`src/ins_pkg.sv`:
```
// ----------------------------------------------------------------------------
// ins_pkg
// Shared types and constants for the insertion sorter and its cell chain.
// ----------------------------------------------------------------------------
package ins_pkg;

  // default number of cells in the chain
  localparam int unsigned DEPTH_DEF = 16;

  // width of one sorted element
  localparam int unsigned VALUE_W = 32;

  typedef logic signed [VALUE_W-1:0] value_t;

  // controller state: collecting a set or emitting it
  typedef enum logic {
    ST_FILL,
    ST_DRAIN
  } state_t;

  // per-cycle command broadcast to every cell
  typedef struct packed {
    logic ins;
    logic shift;
  } cell_ctl_t;

endpackage

```
`src/ins_if.sv`:
```
// ----------------------------------------------------------------------------
// ins_if
// Valid/ready channel interfaces for the sorter's input and result words.
// ----------------------------------------------------------------------------
interface ins_in_if;
  logic              valid;
  logic              ready;
  ins_pkg::value_t   value;
  logic              last;

  modport source (output valid, output value, output last, input ready);
  modport sink   (input valid, input value, input last, output ready);
endinterface

interface ins_out_if;
  logic              valid;
  logic              ready;
  ins_pkg::value_t   value_res;
  logic              last_res;
  logic              overflow;

  modport source (output valid, output value_res, output last_res, output overflow,
                  input ready);
  modport sink   (input valid, input value_res, input last_res, input overflow,
                  output ready);
endinterface

```
`src/ins_cell.sv`:
```
// ----------------------------------------------------------------------------
// ins_cell
// One slot of the sorting chain: compares its element against the broadcast
// word, makes room by taking its left neighbor's element, or shifts left
// during readout.
// ----------------------------------------------------------------------------
module ins_cell (
  input  logic              clk,
  input  ins_pkg::cell_ctl_t ctl,
  input  ins_pkg::value_t   new_value,
  input  ins_pkg::value_t   left_value,
  input  logic              left_gt,
  input  logic              occupied,
  input  ins_pkg::value_t   right_value,
  output ins_pkg::value_t   value,
  output logic              gt
);
  import ins_pkg::*;

  // an empty slot counts as larger than anything; equal keeps its place
  assign gt = !occupied || (value > new_value);

  // insert: take the new word at the boundary, the left element past it
  always_ff @(posedge clk) begin
    if (ctl.ins && gt) begin
      value <= left_gt ? left_value : new_value;
    end else if (ctl.shift) begin
      value <= right_value;
    end
  end

endmodule

```
`src/insertion_sorter.sv`:
```
// ----------------------------------------------------------------------------
// insertion_sorter
// Stable ascending sort of signed 32-bit words over a chain of DEPTH cells.
// ----------------------------------------------------------------------------
// Input words are taken one per cycle while a set is being collected: every
// cell compares its element with the incoming word in the same cycle and the
// larger elements move one cell to the right, so the chain stays sorted and
// equal words keep arrival order. The word marked last closes the set; the
// input then stalls while the chain shifts left one cell per output word.
// Cell 0 is the output register. Words that arrive while all DEPTH cells are
// full are dropped and every result of that set carries overflow. last_res
// marks the final word of the set.
// ----------------------------------------------------------------------------
module insertion_sorter #(
  parameter int unsigned DEPTH = ins_pkg::DEPTH_DEF
) (
  input logic       clk,
  input logic       rst,
  ins_in_if.sink    din,
  ins_out_if.source dout
);
  import ins_pkg::*;

  localparam int unsigned CNT_W = $clog2(DEPTH + 1);

  state_t           state, state_next;
  logic [CNT_W-1:0] count, count_next;
  logic             ovf, ovf_next;

  logic      in_acc, out_acc, full;
  cell_ctl_t ctl;

  value_t cell_value [DEPTH];
  logic   cell_gt    [DEPTH];

  assign in_acc  = din.valid && din.ready;
  assign out_acc = dout.valid && dout.ready;
  assign full    = (count == CNT_W'(DEPTH));

  assign ctl.ins   = in_acc && !full;
  assign ctl.shift = out_acc;

  // cell chain
  for (genvar i = 0; i < DEPTH; i++) begin : g_cell
    value_t lv;
    logic   lg;
    value_t rv;

    if (i == 0) begin : g_first
      assign lv = din.value;
      assign lg = 1'b0;
    end else begin : g_mid
      assign lv = cell_value[i-1];
      assign lg = cell_gt[i-1];
    end

    if (i == DEPTH - 1) begin : g_end
      assign rv = cell_value[i];
    end else begin : g_body
      assign rv = cell_value[i+1];
    end

    ins_cell u_cell (
      .clk         (clk),
      .ctl         (ctl),
      .new_value   (din.value),
      .left_value  (lv),
      .left_gt     (lg),
      .occupied    (CNT_W'(i) < count),
      .right_value (rv),
      .value       (cell_value[i]),
      .gt          (cell_gt[i])
    );
  end

  // control registers
  always_ff @(posedge clk) begin
    if (rst) begin
      state <= ST_FILL;
      count <= '0;
      ovf   <= 1'b0;
    end else begin
      state <= state_next;
      count <= count_next;
      ovf   <= ovf_next;
    end
  end

  // next state and fill bookkeeping
  always_comb begin
    state_next = state;
    count_next = count;
    ovf_next   = ovf;
    case (state)
      ST_FILL: begin
        if (in_acc) begin
          if (full) begin
            ovf_next = 1'b1;
          end else begin
            count_next = count + CNT_W'(1);
          end
          if (din.last) begin
            state_next = ST_DRAIN;
          end
        end
      end
      ST_DRAIN: begin
        if (out_acc) begin
          count_next = count - CNT_W'(1);
          if (count == CNT_W'(1)) begin
            state_next = ST_FILL;
            ovf_next   = 1'b0;
          end
        end
      end
      default: begin
        state_next = ST_FILL;
      end
    endcase
  end

  // handshake and result word
  assign din.ready      = (state == ST_FILL);
  assign dout.valid     = (state == ST_DRAIN);
  assign dout.value_res = cell_value[0];
  assign dout.last_res  = (count == CNT_W'(1));
  assign dout.overflow  = ovf;

  // checks
  a_drain_nonempty: assert property (@(posedge clk) disable iff (rst)
    state == ST_DRAIN |-> count != '0)
    else $error("draining with an empty chain");

  a_count_bound: assert property (@(posedge clk) disable iff (rst)
    count <= CNT_W'(DEPTH))
    else $error("fill count beyond depth");

  a_ovf_full: assert property (@(posedge clk) disable iff (rst)
    (state == ST_FILL && ovf) |-> full)
    else $error("overflow flagged while chain not full");

  a_last_ends_set: assert property (@(posedge clk) disable iff (rst)
    (out_acc && dout.last_res) |=> (din.ready && count == '0 && !ovf))
    else $error("set not closed after final word");

endmodule
```
`src/flat_wrapper.sv`:
```
// flat-port wrapper written by rule: the top's interface ports become plain ports
module insertion_sorter_flat import ins_pkg::*;
#(
  parameter int unsigned DEPTH = ins_pkg::DEPTH_DEF
)
  (clk, rst, din_valid, din_value, din_last, din_ready, dout_valid, dout_value_res, dout_last_res, dout_overflow, dout_ready);
  ins_in_if din_i ();
  ins_out_if dout_i ();
  input logic clk;
  input logic rst;
  input wire logic [$bits(din_i.valid)-1:0] din_valid;
  input wire logic [$bits(din_i.value)-1:0] din_value;
  input wire logic [$bits(din_i.last)-1:0] din_last;
  output wire logic [$bits(din_i.ready)-1:0] din_ready;
  output wire logic [$bits(dout_i.valid)-1:0] dout_valid;
  output wire logic [$bits(dout_i.value_res)-1:0] dout_value_res;
  output wire logic [$bits(dout_i.last_res)-1:0] dout_last_res;
  output wire logic [$bits(dout_i.overflow)-1:0] dout_overflow;
  input wire logic [$bits(dout_i.ready)-1:0] dout_ready;
  assign din_i.valid = din_valid;
  assign din_i.value = din_value;
  assign din_i.last = din_last;
  assign din_ready = din_i.ready;
  assign dout_valid = dout_i.valid;
  assign dout_value_res = dout_i.value_res;
  assign dout_last_res = dout_i.last_res;
  assign dout_overflow = dout_i.overflow;
  assign dout_i.ready = dout_ready;
  insertion_sorter #(.DEPTH(DEPTH)) u_core (.clk(clk), .rst(rst), .din(din_i), .dout(dout_i));
endmodule
```
`config.mk`:
```
export PLATFORM = sky130hd
export DESIGN_NAME = insertion_sorter_flat
export DESIGN_NICKNAME = d
export VERILOG_FILES = /design/src/ins_pkg.sv /design/src/ins_if.sv /design/src/ins_cell.sv /design/src/insertion_sorter.sv /design/src/flat_wrapper.sv
export SDC_FILE = /design/constraint.sdc
export NUM_CORES = 2
export LEC_CHECK = 0
export BUFFER_PORTS_ARGS = -buffer_cell sky130_fd_sc_hd__buf_4
export CAP_MARGIN = 10
export CORE_MARGIN = 4
export CORE_UTILIZATION = 27
export CTS_CLUSTER_SIZE = 8
export DETAILED_ROUTE_END_ITERATION = 8
export HOLD_SLACK_MARGIN = 0.05
export SETUP_SLACK_MARGIN = 0.02
export SLEW_MARGIN = 25
export SYNTH_ARGS = -nofsm -noshare
export SYNTH_HDL_FRONTEND = slang
export SYNTH_SLANG_ARGS = --single-unit
export TNS_END_PERCENT = 100
```
`constraint.sdc`:
```
create_clock -name clk -period 13.1 [get_ports clk]
set_input_delay 0.655 -clock clk [delete_from_list [all_inputs] [get_ports clk]]
set_output_delay 0.655 -clock clk [all_outputs]
set_load 0.01 [all_outputs]
```
Word-level counts from Yosys, hierarchy flattened
Index checks and enable logic that the tools add are counted.

Logic and storage cells: 189. Register bits after elaboration: 519. Output and inout port bits: 36.

Reductions and logical operators: 69. Add/subtract/negate cells: 2. Mux-type cells: 59. Magnitude comparators: 32. Equality and inequality tests: 7. Bitwise logic cells: 1.

Operator list (count): $mux 32 (45); $gt 32x32->1 (16); $lt 4x5->1 const A (8); $reduce_bool 2->1 (15); $lt 3x5->1 const A (4); $logic_and 1x1->1 (19); $logic_not 1->1 (17); $logic_or 1x1->1 (16); $mux 5 (3); $lt 1x5->1 const A (2); $lt 2x5->1 const A (2); $ne 2x2->1 const B (5); $pmux 5 s2 (1); $mux 1 (8); $add 5x1->5 const B (1); $eq 5x1->1 const B (1); $eq 5x5->1 const B (1); $sub 5x1->5 const B (1); $pmux 1 s2 (2); $reduce_and 4->1 (1); $reduce_and 3->1 (1); $not 1->1 (1).

Logic depth before layout (Yosys ltp)
Depth after elaboration: 5. Mapped depth: 13. Depth with buffers taken out: 10.

Cells and area by module
A second synthesis with hierarchy kept.

Cells, all modules: 4279. Area, all modules: 43349.1 sq um.

By module, submodules not included: ins_cell at u_core.g_cell[0].u_cell ... (instances 15, cells an instance 263, area each 2676.3 sq um); ins_cell at u_core.g_cell[15].u_cell (instances 1, cells an instance 261, area each 2651.3 sq um); insertion_sorter (instances 1, cells an instance 73, area each 553.0 sq um).

Least setup slack after synthesis
No wires, ideal clock.

Path type: input to register. Start: input din_value[17]. End: register u_core.g_cell[15].u_cell.value[0] (enable). Data arrival time: 4.876 ns. Data required time: 12.626 ns. Buffers on the path: 0. Stages: 9. Slack: 7.749 ns. Setup time: 0.474 ns. Path through: inv_1 ha_1 a21o_1 a21o_1 a2111oi_0 nor4_1 nor3_1 o21ai_0 a221oi_1.

Longest elaborated chain between the ends: 3.

Ends and longest elaborated chain: start, declared (line flat_wrapper.sv:12) `input wire logic [$bits(din_i.value)-1:0] din_value;`; $gt 32x32->1 (line ins_cell.sv:21) `assign gt = !occupied || (value > new_value);`; $logic_or 1x1->1 (line ins_cell.sv:21); $logic_and 1x1->1 (line ins_cell.sv:25) `if (ctl.ins && gt) begin`; end signal, assigned (line ins_cell.sv:26) `value <= left_gt ? left_value : new_value;`; end signal, assigned (line ins_cell.sv:28) `value <= right_value;`; end, declared (line ins_cell.sv:15) `output ins_pkg::value_t value,`.

No other way between the ends. A chain may end at the register's enable or synchronous reset.

Final worst setup path
Start: input din_value[30]. End: register u_core.g_cell[6].u_cell.value[26] (enable).

Longest elaborated chain between the ends: 4.

Ends and longest elaborated chain (line): $gt 32x32->1 (ins_cell.sv:21); $logic_or 1x1->1 (ins_cell.sv:21); $logic_and 1x1->1 (ins_cell.sv:25); $reduce_bool 2->1 (no line); end signal, assigned (ins_cell.sv:26); end signal, assigned (ins_cell.sv:28); end, declared (ins_cell.sv:15).

No other way between the ends.

==> impl_metrics.prom <==
# TYPE chip_impl_metric gauge
chip_impl_metric{name="critPathRequiredTime",unit="ns"} 13.40
chip_impl_info{name="synthFlopType",value="edfxtp_1"} 1
chip_impl_metric{name="post_synthesis_cell_count",unit=""} 3679
chip_impl_metric{name="yosys.cell_types.count",unit=""} 73
chip_impl_metric{name="arrival",unit="ns"} 6.11
chip_impl_metric{name="post_dp_cell_area",unit="mm^2"} 0.04040
chip_impl_metric{name="coreArea",unit="mm^2"} 0.1382
chip_impl_metric{name="finish_stage_setup_viols",unit=""} 0
chip_impl_metric{name="synth_seq_cells",unit=""} 519
chip_impl_metric{name="synth.net_count",unit=""} 4232
chip_impl_metric{name="slew_viol_final",unit=""} 0
chip_impl_metric{name="grt_antenna_before_repair",unit=""} 7
chip_impl_metric{name="post-route-worst-setup-slack",unit="ns"} 7.297
chip_impl_metric{name="min_delay_path_depth",unit=""} 2
chip_impl_metric{name="max_cap_viol_count",unit=""} 0
chip_impl_metric{name="drt-pass1-iter-count",unit=""} 5
chip_impl_info{name="hold_class",value="in -> reg"} 1
chip_impl_metric{name="die_area",unit="mm^2"} 0.1459
chip_impl_metric{name="post_cts.repair.setup_buffers",unit=""} 0
chip_impl_metric{name="layout-drive-gt1-share",unit=""} 0.09086
chip_impl_metric{name="number_of_vias_in_the_routed_layout",unit=""} 30520
chip_impl_metric{name="die-height",unit="um"} 381.9
chip_impl_metric{name="residual_overflow_from_global_routing",unit=""} 0
chip_impl_metric{name="post_synth.cell_area_avg",unit="um^2"} 10.26
chip_impl_metric{name="dpl_worst_slack",unit="ns"} 6.686
chip_impl_metric{name="skew",unit="ns"} 0.03731
chip_impl_metric{name="clock_insertion_delay_worst_skew",unit="ns"} 0.63
chip_impl_metric{name="finalPower",unit="mW"} 6.280
chip_impl_metric{name="final_gp_congestion",unit=""} 0.9000
chip_impl_metric{name="worst_pin_slew",unit="ns"} 1.126
chip_impl_metric{name="io-pin-count",unit=""} 73
chip_impl_info{name="min_from",value="rst"} 1
chip_impl_metric{name="clock_tree.buffer_depth",unit=""} 3
chip_impl_metric{name="reg2regPathDepth",unit=""} 10
chip_impl_metric{name="drt-total-wl",unit="um"} 123500
chip_impl_info{name="result_of_the_run",value="complete, no violations"} 1
chip_impl_metric{name="asyncSetResetFlopFracSynth",unit=""} 0
chip_impl_metric{name="grt_pass1_wl",unit="um"} 185000
chip_impl_metric{name="finalHoldViolCount",unit=""} 0
chip_impl_metric{name="timing.reg2reg.setup_slack",unit="ns"} 7.51
chip_impl_metric{name="synth-seq-area-share",unit=""} 0.4110
chip_impl_metric{name="clock.fmax",unit="MHz"} 172.3
chip_impl_metric{name="netlist_area_before_placement",unit="mm^2"} 0.03775
chip_impl_info{name="critPathLaunchType",value="primary input"} 1
chip_impl_metric{name="grt_start_max_net_pins",unit=""} 74
chip_impl_info{name="cts_tree",value="done"} 1
chip_impl_metric{name="clk_pin_slew_worst_paths",unit="ns"} 0.05
chip_impl_metric{name="hold-worst-slack",unit="ns"} 0.2515
chip_impl_metric{name="max_slew_margin",unit=""} 0.2423
chip_impl_metric{name="cts_hold_buffers",unit=""} 0
chip_impl_metric{name="cts_repair_resize_count",unit=""} 0
chip_impl_metric{name="htreeDepth",unit=""} 3
chip_impl_metric{name="final_antenna_net_count",unit=""} 0
chip_impl_metric{name="hpwl",unit="um"} 90370
chip_impl_info{name="clk_root_buffer_cell",value="clkbuf_16"} 1
chip_impl_metric{name="vdd_ir_drop_max",unit="mV"} 0.1122
chip_impl_info{name="ws_path_type",value="in -> reg"} 1
chip_impl_metric{name="first_iter_violations",unit=""} 2872
chip_impl_metric{name="leakage",unit="nW"} 17.94
chip_impl_metric{name="power.density",unit="mW/mm^2"} 147.7
chip_impl_metric{name="area_growth_from_synthesis_to_layout",unit="%"} 12.67
chip_impl_metric{name="wire_per_inst",unit="um"} 22.11
chip_impl_metric{name="final.period_utilization",unit=""} 0.4430
chip_impl_info{name="regToRegStartpoint",value="u_core.g_cell[6].u_cell.value[27]"} 1
chip_impl_metric{name="first_global_vias",unit=""} 29460
chip_impl_metric{name="cts_inserted_buffers",unit=""} 75
chip_impl_metric{name="route.detailed.drc",unit=""} 0
chip_impl_metric{name="floorplan.initialDensity",unit=""} 0.2732
chip_impl_metric{name="io_buffer_count",unit=""} 72
chip_impl_info{name="grt_setup_unrepaired",value="false"} 1
chip_impl_info{name="timing.hold.worst_endpoint",value="u_core.dout.overflow"} 1
chip_impl_metric{name="crit_path_max_fanout",unit=""} 65
chip_impl_metric{name="postLayoutCellArea",unit="mm^2"} 0.04253
chip_impl_metric{name="setup_tns",unit="ns"} 0
chip_impl_info{name="critPathCaptureType",value="flop"} 1
chip_impl_metric{name="period_needed",unit="ns"} 5.803
chip_impl_metric{name="fin_nets",unit=""} 4250
chip_impl_metric{name="rows",unit=""} 136
chip_impl_metric{name="synth_warnings",unit=""} 0
chip_impl_metric{name="cts_sinks",unit=""} 519
chip_impl_metric{name="die-width",unit="um"} 381.9
chip_impl_info{name="regToRegEndpoint",value="u_core.g_cell[6].u_cell.value[26]"} 1
chip_impl_metric{name="detail_route.vias_per_cell",unit=""} 5.462
chip_impl_metric{name="grt.total_usage",unit=""} 0.1629
chip_impl_metric{name="synth_edf_count",unit=""} 512
==> cells in the final DEF (no fill, tap or decap), types with 4 or more instances in the layout <==
cell and instances:
a2111o_1 4, a2111oi_0 10, a211oi_1 11, a21o_1 87
a21oi_1 602, a221o_1 5, a221oi_1 14, a31oi_1 32
and4_1 8, buf_4 147, clkbuf_1 18, clkbuf_16 79
dfxtp_1 7, diode_2 4, edfxtp_1 512, ha_1 516
inv_1 71, mux2_2 64, mux2i_1 386, nand2_1 271
nand2b_1 21, nand3_1 24, nand4_1 108, nor2_1 295
nor2_4 5, nor2b_1 25, nor3_1 22, nor3b_1 5
nor4_1 18, nor4b_1 4, o211ai_1 19, o21a_1 8
o21ai_0 218, o21ai_4 5, o31ai_1 5, or2_2 7
or3_1 6, or4_1 6
==> power by group <==
group	switching (mW)	internal [mW]	total [mW]
combinational	1.12	0.723	1.84
clock	0.762	1.09	1.85
sequential	0.318	2.27	2.58
total	2.20	4.08	6.28
==> synthesized netlist by cell type, drive strengths merged, types with 6 or more instances <==
cell	count	area, um^2
buf	78	437.9
mux2i	386	3864
o21a	8	60.06
a31oi	34	219.0
clkbuf	129	596.8
nand3	26	142.6
or4	8	67.56
edfxtp	512	15370
nor3	24	120.1
nand2b	23	143.9
o21ai	226	1131
a221oi	15	131.4
nor2	301	1130
a21oi	604	3023
dfxtp	7	140.1
nand2	275	1032
inv	71	266.5
nand4	108	675.7
or2	9	56.31
or3	6	37.54
nor2b	25	156.4
ha	516	6456
and2	8	50.05
and4	8	70.07
nor4	19	118.9
a211oi	11	82.58
mux2	64	720.7
a2111oi	10	87.58
o211ai	19	142.6
a21o	87	653.1
==> cell type report <==
type,instances,area (um^2)
Antenna cell,4,10.01
Clock buffer,97,2044
Clock inverter,3,42.54
Fill cell,14390,95640
Inverter,71,266.5
Multi-Input combinational cell,2882,21190
Sequential cell,519,15510
Tap cell,1863,2331
Timing Repair Buffer,148,1131
==> worst max path at each step <==
stage | start | to | depth (start not counted) | slack [ns]
after floorplan | din_value[17] | u_core.g_cell[15].u_cell.value[0] | 9 | 7.75
after CTS | din_value[30] | u_core.g_cell[9].u_cell.value[26] | 12 | 7.34
after global placement | din_value[30] | u_core.g_cell[9].u_cell.value[24] | 12 | 6.79
after global routing | din_value[30] | u_core.g_cell[6].u_cell.value[26] | 12 | 6.98
final | din_value[30] | u_core.g_cell[6].u_cell.value[26] | 12 | 7.30
after detailed placement | din_value[30] | u_core.g_cell[9].u_cell.value[24] | 12 | 6.69
==> layer usage <==
layer | share of wire | vias up | global-route usage
li1 | - | 14030 | -
met1 | 0.47 | 15080 | 0.2378
met2 | 0.43 | 1201 | 0.2395
met3 | 0.086 | 189 | 0.03892
met4 | 0.022 | 9 | 0.04080
met5 | 0.0014 | - | 0.006944
==> worst max-delay path: stages <==
cell and delay, ns:
buf_4 0.17, inv_1 0.62, ha_1 0.27, nand4_1 0.18
nor4_1 0.99, or3b_1 0.47, a32oi_4 0.22, buf_4 0.53
and2_2 0.24, buf_4 0.51, nand2b_1 0.76, buf_4 0.39
==> cells by family (layout without fill, tap and decap cells) <==
kind of cell,after synthesis,in the layout,synth area share
AO/OA/AOI/OAI,1056,1056,0.1568
XOR/XNOR,5,5,0.001160
adder cells (fa/ha/maj),516,516,0.1710
buffers and inverters,278,319,0.03447
flip-flops,519,519,0.4110
multiplexers,450,450,0.1214
other,0,4,0
AND/OR/NAND/NOR,855,855,0.1041
==> flip-flops by register name, summed over array words and instances (netlist names) <==
signal                      cells
u_core.g_cell.u_cell.value    512
u_core.count                    5
u_core.dout.overflow            1
u_core.dout.valid               1
==> stage by stage <==
step	util	std cells
5_1_grt	0.3078	5583
2_1_floorplan	-	3679
3_5_place_dp	0.2924	5482
6_report	0.3078	5587
4_1_cts	0.3075	5582
3_3_place_gp	0.2922	5482
(Power assumes the default switching activity.)
